$ cat src/hw/rtl/ftw_pkg.sv
// Shared types and codes for the flow timeout timer wheel.
// Used by the controller, the datapath and the top level.
`timescale 1ns / 1ps

package ftw_pkg;

   // Command modes
   localparam logic [1:0] MODE_ADD    = 2'd0;
   localparam logic [1:0] MODE_REMOVE = 2'd1;
   localparam logic [1:0] MODE_HIT    = 2'd2;
   localparam logic [1:0] MODE_TICK   = 2'd3;

   // Result kinds
   localparam logic [1:0] KIND_STATUS = 2'd0;
   localparam logic [1:0] KIND_EXPIRE = 2'd1;
   localparam logic [1:0] KIND_DONE   = 2'd2;

   // Expiry reasons
   localparam logic [1:0] REASON_NONE = 2'd0;
   localparam logic [1:0] REASON_IDLE = 2'd1;
   localparam logic [1:0] REASON_HARD = 2'd2;

   typedef struct packed {
      logic [1:0]  mode;
      logic [4:0]  flow_id;
      logic [15:0] idle_ttl;
      logic [15:0] hard_ttl;
   } req_type;

   typedef struct packed {
      logic [1:0] kind;
      logic [4:0] flow_out;
      logic [1:0] reason;
      logic       status;
      logic       last;
   } rsp_type;

   // Controller to datapath
   typedef struct packed {
      logic load;     // capture request, reset scan index
      logic command;  // apply add/remove/hit to the captured flow
      logic scan;     // evaluate and update the flow at the scan index
      logic advance;  // step the wheel position
   } cmd_type;

   // Datapath to controller
   typedef struct packed {
      logic is_tick;
      logic expire;    // scanned flow expires
      logic scan_last; // scan index is the final flow
   } sts_type;

endpackage

$ cat src/hw/rtl/flow_timeout_timer_wheel_core.sv
// Flow timeout timer wheel: add/remove/hit are applied directly; a tick scans one flow record per cycle,
// holding on an expiry until the output register is free.
// One item is in work at a time; the output register frees the next item.
// Synchronous reset clears the wheel position, armed bits and activity marks.
// Depends on ftw_pkg, ftw_ctrl and ftw_dp.
`timescale 1ns / 1ps

module flow_timeout_timer_wheel_core #(
   parameter int SLOTS = 256,
   parameter int FLOWS = 32
) (
   input  logic             clock,
   input  logic             reset,
   input  logic             req_valid,
   output logic             req_stall,
   input  ftw_pkg::req_type req_data,
   output logic             rsp_valid,
   input  logic             rsp_stall,
   output ftw_pkg::rsp_type rsp_data
);

   ftw_pkg::cmd_type cmd;
   ftw_pkg::sts_type sts;
   logic rsp_free, emit, emit_done;

   ftw_ctrl u_ctrl (
      .clock, .reset, .req_valid, .req_stall, .rsp_free, .sts, .cmd, .emit, .emit_done
   );

   ftw_dp #(.SLOTS(SLOTS), .FLOWS(FLOWS)) u_dp (
      .clock, .reset, .req_data, .cmd, .emit, .emit_done, .sts, .rsp_free,
      .rsp_valid, .rsp_stall, .rsp_data
   );

   // A result is only loaded when the output register can take it
   a_no_overwrite: assert property (@(posedge clock) disable iff (reset)
      emit |-> rsp_free) else $error("result overwritten");

   // The tick finished result always closes its item
   a_done_last: assert property (@(posedge clock) disable iff (reset)
      emit_done |=> rsp_valid && rsp_data.last) else $error("tick end not last");

   // Nothing is accepted while a command or scan is in work
   a_one_item: assert property (@(posedge clock) disable iff (reset)
      (cmd.scan || cmd.command) |-> req_stall) else $error("accept during work");

endmodule

$ cat src/hw/rtl/ftw_ctrl.sv
// Controller of the flow timeout timer wheel: sequences commands and tick scans.
// Depends on ftw_pkg.
`timescale 1ns / 1ps

module ftw_ctrl (
   input  logic             clock,
   input  logic             reset,
   input  logic             req_valid,
   output logic             req_stall,
   input  logic             rsp_free,
   input  ftw_pkg::sts_type sts,
   output ftw_pkg::cmd_type cmd,
   output logic             emit,
   output logic             emit_done
);

   typedef enum logic [3:0] {
      ST_IDLE = 4'b0001,
      ST_CMD  = 4'b0010,
      ST_SCAN = 4'b0100,
      ST_DONE = 4'b1000
   } state_type;

   state_type state_ff, state_in;

   assign req_stall = (state_ff != ST_IDLE);

   // Decode the state into datapath commands
   always_comb begin
      state_in  = state_ff;
      cmd       = '0;
      emit      = 1'b0;
      emit_done = 1'b0;
      unique case (state_ff)
         ST_IDLE: begin
            if (req_valid) begin
               cmd.load = 1'b1;
               state_in = ST_CMD;
            end
         end
         ST_CMD: begin
            if (sts.is_tick) begin
               state_in = ST_SCAN;
            end else if (rsp_free) begin
               cmd.command = 1'b1;
               emit        = 1'b1;
               state_in    = ST_IDLE;
            end
         end
         ST_SCAN: begin
            // hold on an expiry until the output register frees up
            if (!sts.expire || rsp_free) begin
               cmd.scan = 1'b1;
               emit     = sts.expire;
               if (sts.scan_last) begin
                  state_in = ST_DONE;
               end
            end
         end
         ST_DONE: begin
            if (rsp_free) begin
               cmd.advance = 1'b1;
               emit        = 1'b1;
               emit_done   = 1'b1;
               state_in    = ST_IDLE;
            end
         end
         default: state_in = ST_IDLE;
      endcase
   end

   always_ff @(posedge clock) begin
      if (reset) begin
         state_ff <= ST_IDLE;
      end else begin
         state_ff <= state_in;
      end
   end

endmodule

$ cat src/hw/rtl/ftw_dp.sv
// Datapath of the flow timeout timer wheel: flow records, wheel position, output register.
// Depends on ftw_pkg.
`timescale 1ns / 1ps

module ftw_dp #(
   parameter int SLOTS = 256,
   parameter int FLOWS = 32
) (
   input  logic             clock,
   input  logic             reset,
   input  ftw_pkg::req_type req_data,
   input  ftw_pkg::cmd_type cmd,
   input  logic             emit,
   input  logic             emit_done,
   output ftw_pkg::sts_type sts,
   output logic             rsp_free,
   output logic             rsp_valid,
   input  logic             rsp_stall,
   output ftw_pkg::rsp_type rsp_data
);

   localparam int SW = $clog2(SLOTS);
   localparam int FW = $clog2(FLOWS);
   localparam logic [16:0] LIMIT = 17'(SLOTS - 2);

   ftw_pkg::req_type req_ff;
   logic [FW-1:0]    idx_ff;
   logic [SW-1:0]    cur_ff;
   logic [FLOWS-1:0] idle_armed_ff, hard_armed_ff, seen_ff;
   logic [SW-1:0]    idle_slot_ff   [FLOWS];
   logic [SW-1:0]    hard_slot_ff   [FLOWS];
   logic [SW-1:0]    idle_period_ff [FLOWS];
   logic             rsp_valid_ff;
   ftw_pkg::rsp_type rsp_ff;

   logic        fid_ok, to_ok, cmd_ok;
   logic [FW-1:0] fidx;
   logic        hard_due, idle_due;
   logic [1:0]  reason;
   logic [SW:0] sum_idle, sum_hard, sum_resched;

   assign rsp_free  = !rsp_valid_ff || !rsp_stall;
   assign rsp_valid = rsp_valid_ff;
   assign rsp_data  = rsp_ff;

   assign fid_ok = {1'b0, req_ff.flow_id} < 6'(FLOWS);
   assign fidx   = FW'(req_ff.flow_id);
   assign to_ok  = ({1'b0, req_ff.idle_ttl} <= LIMIT)
                && ({1'b0, req_ff.hard_ttl} <= LIMIT);
   assign cmd_ok = fid_ok && (req_ff.mode != ftw_pkg::MODE_ADD || to_ok);

   // Due slot = (current + T) mod SLOTS, with T < SLOTS-1 once checked
   function automatic logic [SW-1:0] wrap(input logic [SW:0] s);
      return (s >= (SW+1)'(SLOTS)) ? SW'(s - (SW+1)'(SLOTS)) : SW'(s);
   endfunction

   assign sum_idle    = {1'b0, cur_ff} + (SW+1)'(req_ff.idle_ttl);
   assign sum_hard    = {1'b0, cur_ff} + (SW+1)'(req_ff.hard_ttl);
   assign sum_resched = {1'b0, cur_ff} + {1'b0, idle_period_ff[idx_ff]};

   // Evaluate the flow at the scan index
   assign hard_due = hard_armed_ff[idx_ff] && hard_slot_ff[idx_ff] == cur_ff;
   assign idle_due = idle_armed_ff[idx_ff] && idle_slot_ff[idx_ff] == cur_ff;
   always_comb begin
      reason = ftw_pkg::REASON_NONE;
      if (hard_due) begin
         reason = ftw_pkg::REASON_HARD;
      end else if (idle_due && !seen_ff[idx_ff]) begin
         reason = ftw_pkg::REASON_IDLE;
      end
   end

   assign sts.is_tick   = req_ff.mode == ftw_pkg::MODE_TICK;
   assign sts.expire    = reason != ftw_pkg::REASON_NONE;
   assign sts.scan_last = idx_ff == FW'(FLOWS - 1);

   // Capture the request and step the scan index
   always_ff @(posedge clock) begin
      if (cmd.load) begin
         req_ff <= req_data;
         idx_ff <= '0;
      end else if (cmd.scan && !sts.scan_last) begin
         idx_ff <= idx_ff + FW'(1);
      end
   end

   // Per-flow slot tables (no reset, read only while armed)
   always_ff @(posedge clock) begin
      if (cmd.command && cmd_ok && req_ff.mode == ftw_pkg::MODE_ADD) begin
         if (req_ff.idle_ttl != '0) begin
            idle_period_ff[fidx] <= SW'(req_ff.idle_ttl);
            idle_slot_ff[fidx]   <= wrap(sum_idle);
         end
         if (req_ff.hard_ttl != '0) begin
            hard_slot_ff[fidx] <= wrap(sum_hard);
         end
      end else if (cmd.scan && !hard_due && idle_due && seen_ff[idx_ff]) begin
         idle_slot_ff[idx_ff] <= wrap(sum_resched);
      end
   end

   // Armed bits, activity marks and wheel position
   always_ff @(posedge clock) begin
      if (reset) begin
         idle_armed_ff <= '0;
         hard_armed_ff <= '0;
         seen_ff       <= '0;
         cur_ff        <= '0;
      end else begin
         if (cmd.command && cmd_ok) begin
            unique case (req_ff.mode)
               ftw_pkg::MODE_ADD: begin
                  idle_armed_ff[fidx] <= req_ff.idle_ttl != '0;
                  hard_armed_ff[fidx] <= req_ff.hard_ttl != '0;
                  seen_ff[fidx]       <= 1'b0;
               end
               ftw_pkg::MODE_REMOVE: begin
                  idle_armed_ff[fidx] <= 1'b0;
                  hard_armed_ff[fidx] <= 1'b0;
                  seen_ff[fidx]       <= 1'b0;
               end
               default: seen_ff[fidx] <= 1'b1;
            endcase
         end
         if (cmd.scan) begin
            if (sts.expire) begin
               idle_armed_ff[idx_ff] <= 1'b0;
               hard_armed_ff[idx_ff] <= 1'b0;
               seen_ff[idx_ff]       <= 1'b0;
            end else if (idle_due) begin
               seen_ff[idx_ff] <= 1'b0;
            end
         end
         if (cmd.advance) begin
            cur_ff <= (cur_ff == SW'(SLOTS - 1)) ? '0 : cur_ff + SW'(1);
         end
      end
   end

   // Output register: load on emit, drop after transfer
   always_ff @(posedge clock) begin
      if (reset) begin
         rsp_valid_ff <= 1'b0;
      end else if (emit) begin
         rsp_valid_ff <= 1'b1;
      end else if (!rsp_stall) begin
         rsp_valid_ff <= 1'b0;
      end
   end

   always_ff @(posedge clock) begin
      if (emit) begin
         if (emit_done) begin
            rsp_ff <= '{ftw_pkg::KIND_DONE, 5'd0, ftw_pkg::REASON_NONE, 1'b0, 1'b1};
         end else if (cmd.scan) begin
            rsp_ff <= '{ftw_pkg::KIND_EXPIRE, 5'(idx_ff), reason, 1'b0, 1'b0};
         end else begin
            rsp_ff <= '{ftw_pkg::KIND_STATUS, req_ff.flow_id, ftw_pkg::REASON_NONE,
                        !cmd_ok, 1'b1};
         end
      end
   end

endmodule
$ cat config.mk
export PLATFORM = sky130hd
export DESIGN_NAME = flow_timeout_timer_wheel_core
export DESIGN_NICKNAME = d
export VERILOG_FILES = /design/src/hw/rtl/ftw_pkg.sv /design/src/hw/rtl/flow_timeout_timer_wheel_core.sv /design/src/hw/rtl/ftw_ctrl.sv /design/src/hw/rtl/ftw_dp.sv
export SDC_FILE = /design/constraint.sdc
export NUM_CORES = 1
export LEC_CHECK = 0
export ABC_AREA = 1
export BUFFER_PORTS_ARGS = -buffer_cell sky130_fd_sc_hd__buf_2
export CAP_MARGIN = 40
export CORE_MARGIN = 5
export CORE_UTILIZATION = 35
export CTS_CLUSTER_DIAMETER = 100
export DETAILED_ROUTE_END_ITERATION = 8
export PLACE_DENSITY_LB_ADDON = 0.15
export SLEW_MARGIN = 20
export SYNTH_ARGS = -nofsm -noshare
export SYNTH_HDL_FRONTEND = slang
export SYNTH_SLANG_ARGS = --single-unit
$ cat constraint.sdc
create_clock -name clock -period 6.4 [get_ports clock]
set_input_delay 1.6 -clock clock [delete_from_list [all_inputs] [get_ports clock]]
set_output_delay 1.6 -clock clock [all_outputs]
set_load 0.1 [all_outputs]
# Word-level counts from Yosys, hierarchy flattened
# Memories as Yosys holds them, arrays and structs flattened. A register that Yosys moved wholly into a read port is not among the register bits.
# Cells that the tools add are included.
[word_totals]
n_memories = 3
inputBits = 43
ram_bits = 768
wordCells = 164
output_inout_bits = 13
ff_bits = 164
[mem_list]
columns = ["memory", "words", "width", "rd", "rd_ports_with_merged_regs", "wr", "line", "rtl"]
rows = [
  ["u_dp.hard_slot_ff", 32, 8, 1, 1, 1, "ftw_dp.sv:31", "logic [SW-1:0] hard_slot_ff [FLOWS];"],
  ["u_dp.idle_period_ff", 32, 8, 1, 1, 1, "ftw_dp.sv:32", "logic [SW-1:0] idle_period_ff [FLOWS];"],
  ["u_dp.idle_slot_ff", 32, 8, 1, 1, 1, "ftw_dp.sv:30", "logic [SW-1:0] idle_slot_ff [FLOWS];"],
]
[classes]
mux = 71
n_lt_le_gt_ge = 9
n_reduce_logical = 32
add_sub_neg = 8
n_eq_ne = 15
n_bitwise = 10
[ops]
columns = ["operator", "count"]
rows = [
  ["2-to-1 mux 32 bit", 14],
  ["AND 32 bit", 6],
  ["case mux 32 bit (2 select lines)", 2],
  ["bitwise mux 32 bit", 2],
  ["inverter 32 bit", 2],
  ["2-to-1 mux 8 bit", 5],
  ["2-to-1 mux 5 bit", 7],
  ["less-or-equal comparator 16 x 8 -> 1 bit, second input constant", 2],
  ["bitwise OR 32 bit", 1],
  ["nonzero test 16 bit", 2],
  [">= comparator 9 bit, second input constant", 3],
  ["2-to-1 mux 1 bit", 27],
  ["subtractor 8 x 1 -> 8 bit, second input constant", 3],
  ["2-to-1 mux 4 bit", 5],
  ["adder 8 x 9 -> 9 bit", 2],
  ["equality test 8 bit", 2],
  ["case mux 4 bit (4 select lines)", 1],
  ["binary-select mux 1 bit (select 5 bit)", 3],
  ["logical AND 1 bit", 12],
  ["less-than comparator 5 x 6 -> 1 bit, second input constant", 2],
  ["demux 1 bit (select 5 bit)", 2],
  [">= comparator 5 x 1 -> 1 bit, second input constant", 2],
  ["2-to-1 mux 10 bit", 1],
  ["adder 8 x 8 -> 9 bit", 1],
  ["23 further kinds", 36],
]

# Logic depth before layout (Yosys ltp)
# Gate-level depths: netlist of run 1.
[depth]
ltp_word = 19
ltp_mapped = 34
ltp_nobuf = 30

# Modules after synthesis
# Synthesis of run 1 repeated with hierarchy kept, for this count alone.
[hier_totals]
cells_unflattened = 3828
area_unflattened_um2 = 40425.0
[by_module_without_submodules]
columns = ["mod", "n_inst", "cells_per_inst", "area_each_um2", "seq_area_each_um2"]
rows = [
  ["ftw_dp", 1, 3774, 40108.5, 26865.8],
  ["ftw_ctrl", 1, 54, 316.6, 80.1],
]

# Worst setup path before layout of run 1
# No wires, ideal clock.
[synth_path]
path_kind = "in2reg"
start = "in rsp_stall"
end = "mem u_dp.idle_slot_ff[0][7] (netlist name) (data pin)"
arrival_ps = 5233
stages = 21
setup_time_ps = 371
n_path_buf = 1
slack_ps = 796
required_ps = 6029
path_cell_list = "nand2_1 > inv_1 > nor2_1 > nand2_1 > nor2_1 > nand2_1 > nand4_1 > nor2_2 > nand3_2 > buf_2 > o31ai_1 > ha_1 > a21oi_1 > nand2_1 > a21oi_1 > inv_1 > a21oi_1 > o21ai_0 > a21oi_1 > xor2_1 > xor2_1"
[synth_between]
elab_chain_cells = 13
word_cells_on_any_way = 18
classes_between = "mux (9); reduce/logical (9)"
[synth_lines]
columns = ["item", "line", "rtl"]
rows = [
  ["start, declared", "flow_timeout_timer_wheel_core.sv:18", "input logic rsp_stall,"],
  ["logical NOT 1 bit *", "ftw_dp.sv:42", "assign rsp_free = !rsp_valid_ff || !rsp_stall;"],
  ["logical OR 1 bit *", "ftw_dp.sv:42", ""],
  ["logical OR 1 bit", "ftw_ctrl.sv:52", "if (!sts.expire || rsp_free) begin"],
  ["2-to-1 mux 1 bit", "ftw_ctrl.sv:52", ""],
  ["2-to-1 mux 1 bit", "ftw_ctrl.sv:34", "unique case (state_ff)"],
  ["logical AND 1 bit (3 in series)", "ftw_dp.sv:97", "end else if (cmd.scan && !hard_due && idle_due && seen_ff[idx_ff]) begin"],
  ["2-to-1 mux 1 bit", "ftw_dp.sv:97", ""],
  ["2-to-1 mux 1 bit *", "ftw_dp.sv:89", "if (cmd.command && cmd_ok && req_ff.mode == ftw_pkg::MODE_ADD) begin"],
  ["2-to-1 mux 1 bit (not written as such) *", "ftw_dp.sv:98", "idle_slot_ff[idx_ff] <= wrap(sum_resched);"],
  ["OR reduction 8 bit (no line) *", "--", ""],
  ["2-to-1 mux 8 bit (no line) *", "--", ""],
  ["end, declared", "ftw_dp.sv:30", ""],
]
# Mark *: on every way between the ends. The rest lies on a longest branch, timed or not.

==> results.tsv, run 1 <==
stage	metric	value	unit
logic_synthesis	synthMostInstantiatedCell	nand2_1	
clock_network	cts_hold_buf	0	
critical_path	slowest_delay	0.66	ns
route	antenna_left	0	
timing	rsz0062_at_grt	no	
timing	tightest_slew	0.899	ns
power	irDropWorstVdd	212	µV
route	drt-total-wl	125	mm
global_routing	first_global_vias	27200	
route	via_per_inst	5.17	
clock_network	htreeDepth	3	
critical_path	cp_common_cell	nand2_1	
timing	fin_skew	0.0547	ns
timing	fmax	173	MHz
floorplanning	die_x	349	µm
logic_synthesis	synth.top_cell.area_share	0.610	
clock_network	clockBufferDepth	3	
floorplanning	num_rows	124	
critical_path	critical_path_arrival	6.15	ns
clock_network	cts.repair.resized	0	
floorplanning	die_y	349	µm
clock_network	clk_pin_slew	0.06	ns
global_routing	overflow	0	
power	power.switching	3.01	mW
logic_synthesis	async_reset_ff_frac	0	
timing	totalNegativeSetupSlack	0	ns
min_path	hold_class	flop to flop	
logic_synthesis	synth_seq_area_share	0.669	
clock_network	clk_latency	0.71	ns
clock_network	cts_tree	yes	
logic_synthesis	synth_edf_count	818	
logic_synthesis	synth_area_leader_cell	edfxtp_1	
timing	final-hold-violation-count	0	
timing	finalMaxSlewViolations	0	
power	p_clk_frac	0.432	
floorplanning	core	0.114	mm²
critical_path	critPathSlowestCell	xor2_4	
route	drtPass1Iterations	6	
clock_network	numCtsBuffers	101	
logic_synthesis	yosys-top-cells-count	nand2_1, edfxtp_1, nand3_1, nor2_1, a21oi_1	
power	p_int	10.1	mW
clock_network	cts_root_buf	clkbuf_16	
timing	period_needed	5.79	ns
global_routing	grt_max_degree	135	
placed_design	hpwlAfterDp	77.6	mm
placed_design	placedCellCount	5355	
critical_path	crit_fanout	56	
logic_synthesis	synth_nets	3885	
floorplanning	start_util	0.352	
flow_run	cap_violations	0	
logic_synthesis	yosys.cell_types.count	50	
placed_design	place.gp.congestion	0.873	
critical_path	cp.required	6.76	ns
global_routing	grt_pass1_wl	184	mm
logic_synthesis	syn_area_per_cell	10.5	µm²
critical_path	worstSetupStartpointType	flop	
power	pwr-share-seq	0.522	
logic_synthesis	synthFlopType	edfxtp_1	
critical_path	path_class	flop to flop	
critical_path	end_kind	flop	
power	powerDensity	282	mW/mm²
power	p_leak	16.8	nW
logic_synthesis	ys_seq_elements	937	
logic_synthesis	ys_warn_count	0	
final_layout	syn_to_final_growth	15.1	%
clock_network	post_cts_buffers	0	
final_layout	stdcell_count	5545	
logic_synthesis	synth.area.top_cells	edfxtp_1, nand2_1, dfxtp_1, nand3_1, a21oi_1	
final_layout	drive_above_1_share	0.107	
route	detail_route.wl_per_cell	22.6	µm
global_routing	antenna_found_initial	1	
route	vias	28700	
final_layout	nets	4019	
power	switching_share	0.230	
placed_design	port-buffer-count	55	
global_routing	gr-usage-all-layers	0.200	
logic_synthesis	syn_inst	3820	
timing	timing.slew.headroom	0.401	
logic_synthesis	syn_area	0.0403	mm²
power	comb_power_share	0.046	
outcome	status	completed	
timing	setup_violations	0	
route	initialDrtViolationCount	2902	
timing	period_share	0.905	
clock_network	cts.sinks	937	
route	drc_errors	0	
floorplanning	boundaryPins	56	
floorplanning	die-area	0.122	mm²
## layout make-up
type	instances	area, µm²
sequential	937	27000
inverter	211	812
multi-input combinational	2456	11500
fill	11100	68000
antenna	1	2.50
clock inverter	59	529
tap	1512	1890
timing repair buffer	247	1970
clock buffer	122	2630
## cells in the final DEF (no fill, tap or decap), types with 11 or more instances in the layout
| cell type | instances |
|---|---|
| buf_2 | 55 |
| a221o_1 | 13 |
| o31ai_1 | 13 |
| o21bai_1 | 11 |
| edfxtp_1 | 818 |
| o21ai_0 | 137 |
| clkinv_1 | 29 |
| buf_4 | 168 |
| nor2_1 | 261 |
| clkbuf_16 | 102 |
| dfxtp_1 | 114 |
| a21oi_1 | 245 |
| nand3_1 | 466 |
| nand2_1 | 1089 |
| nand4_1 | 40 |
| o22ai_1 | 14 |
| o311ai_0 | 24 |
| clkinv_2 | 16 |
| inv_1 | 203 |
| clkbuf_1 | 20 |
| a22oi_1 | 16 |
| buf_12 | 18 |
| ha_1 | 20 |
## kinds of logic (layout without fill, tap and decap cells)
logic type               count (synthesis)  in the layout  synth area share
XOR/XNOR                                19             19           0.00413
buffers and inverters                  427            639            0.0470
AND/OR/NAND/NOR                       1905           1905             0.199
flip-flops                             937            937             0.669
adder cells (fa/ha/maj)                 22             22           0.00721
AO/OA/AOI/OAI                          510            510            0.0730
other                                    0              1                 0
## worst max-delay path, delay by kind of cell (launching register included)
| family | cells | cell delay [ns] |
|---|---|---|
| xor gates and xnor gates | 2 | 1.03 |
| AOI/OAI and AO/OA | 8 | 1.07 |
| DFF | 1 | 0.42 |
| buffers and inverters | 4 | 0.77 |
| and+or+nand+nor | 13 | 1.80 |
| adders and majority gates | 1 | 0.31 |
## worst paths after layout
check / start / endpoint / slack (ns) / cells past startpoint
worst max-delay path: flop / u_dp.idle_slot_ff[9][7]$_DFFE_PP_ / 0.61 / 28
worst max register to register: flop / u_dp.idle_slot_ff[9][7]$_DFFE_PP_ / 0.61 / 28
worst min-delay path: u_dp.hard_armed_ff[9]$_SDFF_PP0_ / u_dp.hard_armed_ff[9]$_SDFF_PP0_ / 0.50 / 2
worst min register to register: u_dp.hard_armed_ff[9]$_SDFF_PP0_ / u_dp.hard_armed_ff[9]$_SDFF_PP0_ / 0.50 / 2
## layer usage
layer | GRT usage | routed length [µm] | vias up
met1 | 0.294 | 57600 | 14000
met2 | 0.303 | 55800 | 907
met4 | 0.0628 | 3970 | 0
met5 | 0 | 0 | -
li1 | - | - | 13600
met3 | 0.0351 | 7840 | 182
## through the flow
step	setup WS, ns	instance area, µm²	hold slack [ns]	power, mW	util
6_report	0.609	46300	0.498	13.1	0.405
3_3_place_gp	0.418	42800	0.481	7.55	0.375
3_5_place_dp	0.695	43100	0.493	7.56	0.377
5_1_grt	0.112	46300	0.529	13.5	0.405
2_1_floorplan	0.796	40300	0.467	7.26	-
4_1_cts	0.601	46300	0.507	13.2	0.405
## state kept, by name, indices dropped and copies added, names as in the netlist, named ones only
| signal | flops |
|---|---|
| u_dp.hard_slot_ff | 256 |
| u_dp.idle_period_ff | 256 |
| u_dp.idle_slot_ff | 256 |
| u_dp.req_ff | 34 |
| u_dp.hard_armed_ff | 32 |
| u_dp.idle_armed_ff | 32 |
| u_dp.seen_ff | 32 |
| u_dp.rsp_data | 11 |
| u_dp.cur_ff | 8 |
| u_dp.fidx | 5 |
| u_dp.idx_ff | 5 |
| u_ctrl.state_ff | 4 |
| u_dp.rsp_valid | 1 |
## power by group through the flow
| stage | Combinational (mW) | Clock, mW | Sequential [mW] |
|---|---|---|---|
| floorplan | 0.272 | 0 | 6.99 |
| global placement | 0.595 | 0 | 6.96 |
| detailed placement | 0.603 | 0 | 6.96 |
| CTS | 0.604 | 5.78 | 6.83 |
| global route | 0.651 | 6.02 | 6.83 |
| finish | 0.603 | 5.65 | 6.83 |
(Power assumes the default switching activity.)
==> run 2: changes to the inputs <==
--- a/config.mk
+++ b/config.mk
@@ -10,7 +10,7 @@
 export CAP_MARGIN = 40
 export CORE_MARGIN = 5
 export CORE_UTILIZATION = 35
-export CTS_CLUSTER_DIAMETER = 100
+export CTS_CLUSTER_DIAMETER = 120
 export DETAILED_ROUTE_END_ITERATION = 8
 export PLACE_DENSITY_LB_ADDON = 0.15
 export SLEW_MARGIN = 20
==> constraint.sdc (replaced) <==
create_clock -name clock -period 6.4 [get_ports clock]
set_input_delay 0.96 -clock clock [delete_from_list [all_inputs] [get_ports clock]]
set_output_delay 0.96 -clock clock [all_outputs]
set_load 0.1 [all_outputs]
==> run 2 against run 1 <==
Sequential power is essentially flat. First-iteration DRC count shrank 8.7%. Via count grew 0.25%. Final area is essentially flat. Die area is the same. Worst setup slack lost 0.10 ns. Global-route usage grew 0.31 points. Clock power grew 3%. Core utilization is essentially flat. Register-to-register slack lost 0.10 ns. Clock skew shrank 0.016 ns. Critical endpoint is now u_dp.idle_slot_ff[2][7]$_DFFE_PP_.
==> results.tsv, run 2 (synthesis gave the netlist of run 1 again) <==
stage	metric	value	unit	change
outcome	status	completed		
placed_design	hpwlAfterDp	79.4	mm	+2.4%
route	met3RoutedLength	7.61	mm	-3.0%
critical_path	cp_common_cell	nand2_1		
floorplanning	die_x	349	µm	unchanged
route	routed.top_layer	met4		
global_routing	grt_pass1_wl	187	mm	+1.8%
global_routing	gr-usage-all-layers	0.203		+0.00310
timing	totalNegativeSetupSlack	0	ns	unchanged
timing	setup_violations	0		unchanged
min_path	hold_depth	1		-1
route	drtPass1Iterations	6		unchanged
timing	rsz0062_at_grt	no		
critical_path	slowest_delay	0.51	ns	-0.15 ns
critical_path	crit_fanout	131		+130%
min_path	hold_class	input port to flop		
critical_path	cp.required	6.87	ns	+0.11 ns
clock_network	clk_pin_slew	0.06	ns	about the same
route	drt-total-wl	127	mm	+1.4%
route	antenna_left	0		unchanged
route	via_per_inst	5.19		+0.28%
final_layout	multi_input_area	0.0115	mm²	about the same
clock_network	cts_tree	yes		
timing	final-hold-violation-count	0		unchanged
critical_path	ff2ff_path_depth	26		-7.1%
final_layout	biggestRegsByFlops	u_dp.hard_slot_ff (256), u_dp.idle_period_ff (256), u_dp.idle_slot_ff (256)		
final_layout	fillers	11100		+0.22%
critical_path	path_class	flop to flop		
clock_network	clockBufferDepth	3		unchanged
final_layout	nets	4006		-0.32%
min_path	min_from	req_data[26]		
global_routing	antenna_found_initial	2		+1
placed_design	place.gp.congestion	0.857		-1.9%
power	p_leak	16.7	nW	-0.18%
clock_network	cts_hold_buf	0		unchanged
route	wl_met2	57.0	mm	+2.2%
route	initialDrtViolationCount	2650		-8.7%
clock_network	htreeDepth	3		unchanged
route	vias	28700		+0.25%
final_layout	num_antenna_cells	0		-1
clock_network	post_cts_buffers	0		unchanged
power	powerDensity	286	mW/mm²	+1.3%
floorplanning	boundaryPins	56		unchanged
floorplanning	num_rows	124		unchanged
floorplanning	start_util	0.352		unchanged
final_layout	final_util	0.405		about the same
floorplanning	die_y	349	µm	unchanged
clock_network	cts_root_buf	clkbuf_16		
critical_path	critical_path_arrival	6.36	ns	+0.21 ns
global_routing	grt_max_degree	132		-2.2%
power	power.total	13.3	mW	+1.4%
placed_design	port-buffer-count	55		unchanged
clock_network	numCtsBuffers	104		+3.0%
final_layout	syn_to_final_growth	15.2	%	about the same
route	detail_route.wl_per_cell	22.9	µm	+1.5%
timing	timing.slew.headroom	0.427		+0.0260
timing	period_share	0.921		+0.0163
global_routing	first_global_vias	27400		+0.62%
power	irDropWorstVdd	197	µV	-6.9%
min_path	min_to	u_dp.req_ff[26]$_DFFE_PP_		
critical_path	r2r_slack	0.50	ns	-0.10 ns
clock_network	cts.sinks	937		unchanged
route	wl_met1	59.4	mm	+3.1%
timing	fmax	170	MHz	-1.8%
timing	finalMaxSlewViolations	0		unchanged
floorplanning	core	0.114	mm²	unchanged
critical_path	worstSetupStartpointType	flop		
timing	tightest_slew	0.849	ns	-0.0498 ns
global_routing	overflow	0		unchanged
final_layout	layout_commonest_cell	nand2_1		
clock_network	clk_latency	0.70	ns	about the same
final_layout	layout_common_cells	nand2_1, edfxtp_1, nand3_1, nor2_1, a21oi_1		
critical_path	end_kind	flop		
critical_path	critPathSlowestCell	dfxtp_4		
flow_run	cap_violations	0		unchanged
timing	fin_skew	0.0383	ns	-0.0165 ns
final_layout	register_area	0.0270	mm²	unchanged
critical_path	reg2reg_to	u_dp.idle_slot_ff[2][7]$_DFFE_PP_		
clock_network	cts.repair.resized	0		unchanged
timing	period_needed	5.90	ns	+0.104 ns
route	drc_errors	0		unchanged
final_layout	drive_above_1_share	0.105		-0.00146
floorplanning	die-area	0.122	mm²	unchanged
[run 2: cell count changes in the layout (fill, tap and decap cells not counted), moves of 4 or more]
cell | previous run | this run
buf_12 | 18 | 12
buf_4 | 168 | 152
clkbuf_1 | 20 | 32
clkbuf_8 | 0 | 4
nor2_1 | 261 | 257
nor2_2 | 9 | 13
[run 2: area by class of cell]
class                   instances  area share
well taps                    1512      0.0408
flip-flops and latches        937       0.582
multi-input cells            2456       0.249
clock buffers                 141      0.0605
inverters                     211      0.0175
repair buffers                231      0.0396
clock inverters                55      0.0111
[run 2: metal layers]
layer | up-vias | GRT usage
li1 | 13500 | -
met1 | 14100 | 0.300
met2 | 959 | 0.316
met3 | 180 | 0.0299
met4 | 0 | 0.0520
met5 | - | 0
[run 2: stage by stage]
stage	hold slack, ns	cell area, µm²	setup slack, ns	cells
final	0.435	46400	0.504	5543
after global routing	0.399	46400	0.0924	5543
after CTS	0.390	46200	0.611	5531
after detailed placement	0.489	42900	0.662	5335
after global placement	0.483	42600	0.687	5296
after floorplan	0.467	40300	1.32	3820
[run 2: worst max-delay path by stage]
| stage | startpoint | endpoint | slack (ns) | cells past startpoint |
|---|---|---|---|---|
| 5_1_grt | flop | u_dp.idle_slot_ff[23][7]$_DFFE_PP_ | 0.09 | 26 |
| 3_5_place_dp | flop | u_dp.idle_slot_ff[0][7]$_DFFE_PP_ | 0.66 | 28 |
| 4_1_cts | flop | u_dp.idle_slot_ff[2][7]$_DFFE_PP_ | 0.61 | 27 |
| 2_1_floorplan | u_dp.rsp_valid$_SDFFE_PP0P_ | u_dp.idle_slot_ff[0][7]$_DFFE_PP_ | 1.32 | 21 |
| 3_3_place_gp | flop | u_dp.idle_slot_ff[3][7]$_DFFE_PP_ | 0.69 | 27 |
| 6_report | flop | u_dp.idle_slot_ff[2][7]$_DFFE_PP_ | 0.50 | 26 |
[run 2: power by group]
group,internal (mW),total (mW),switching [mW],leakage (nW)
registers,6.79,6.83,0.0442,8.33
clock network,3.33,5.84,2.51,1.59
logic,0.113,0.599,0.486,6.82
total,10.2,13.3,3.04,16.7
[run 2: worst max-delay path, delay by kind of cell (launching register included)]
family	cells	cell delay, ns
AOI/OAI and AO/OA	8	1.64
xor gates and xnor gates	2	0.39
adders and majority gates	1	0.34
buffers and inverters	3	0.72
DFF	1	0.51
and+or+nand+nor	12	1.74
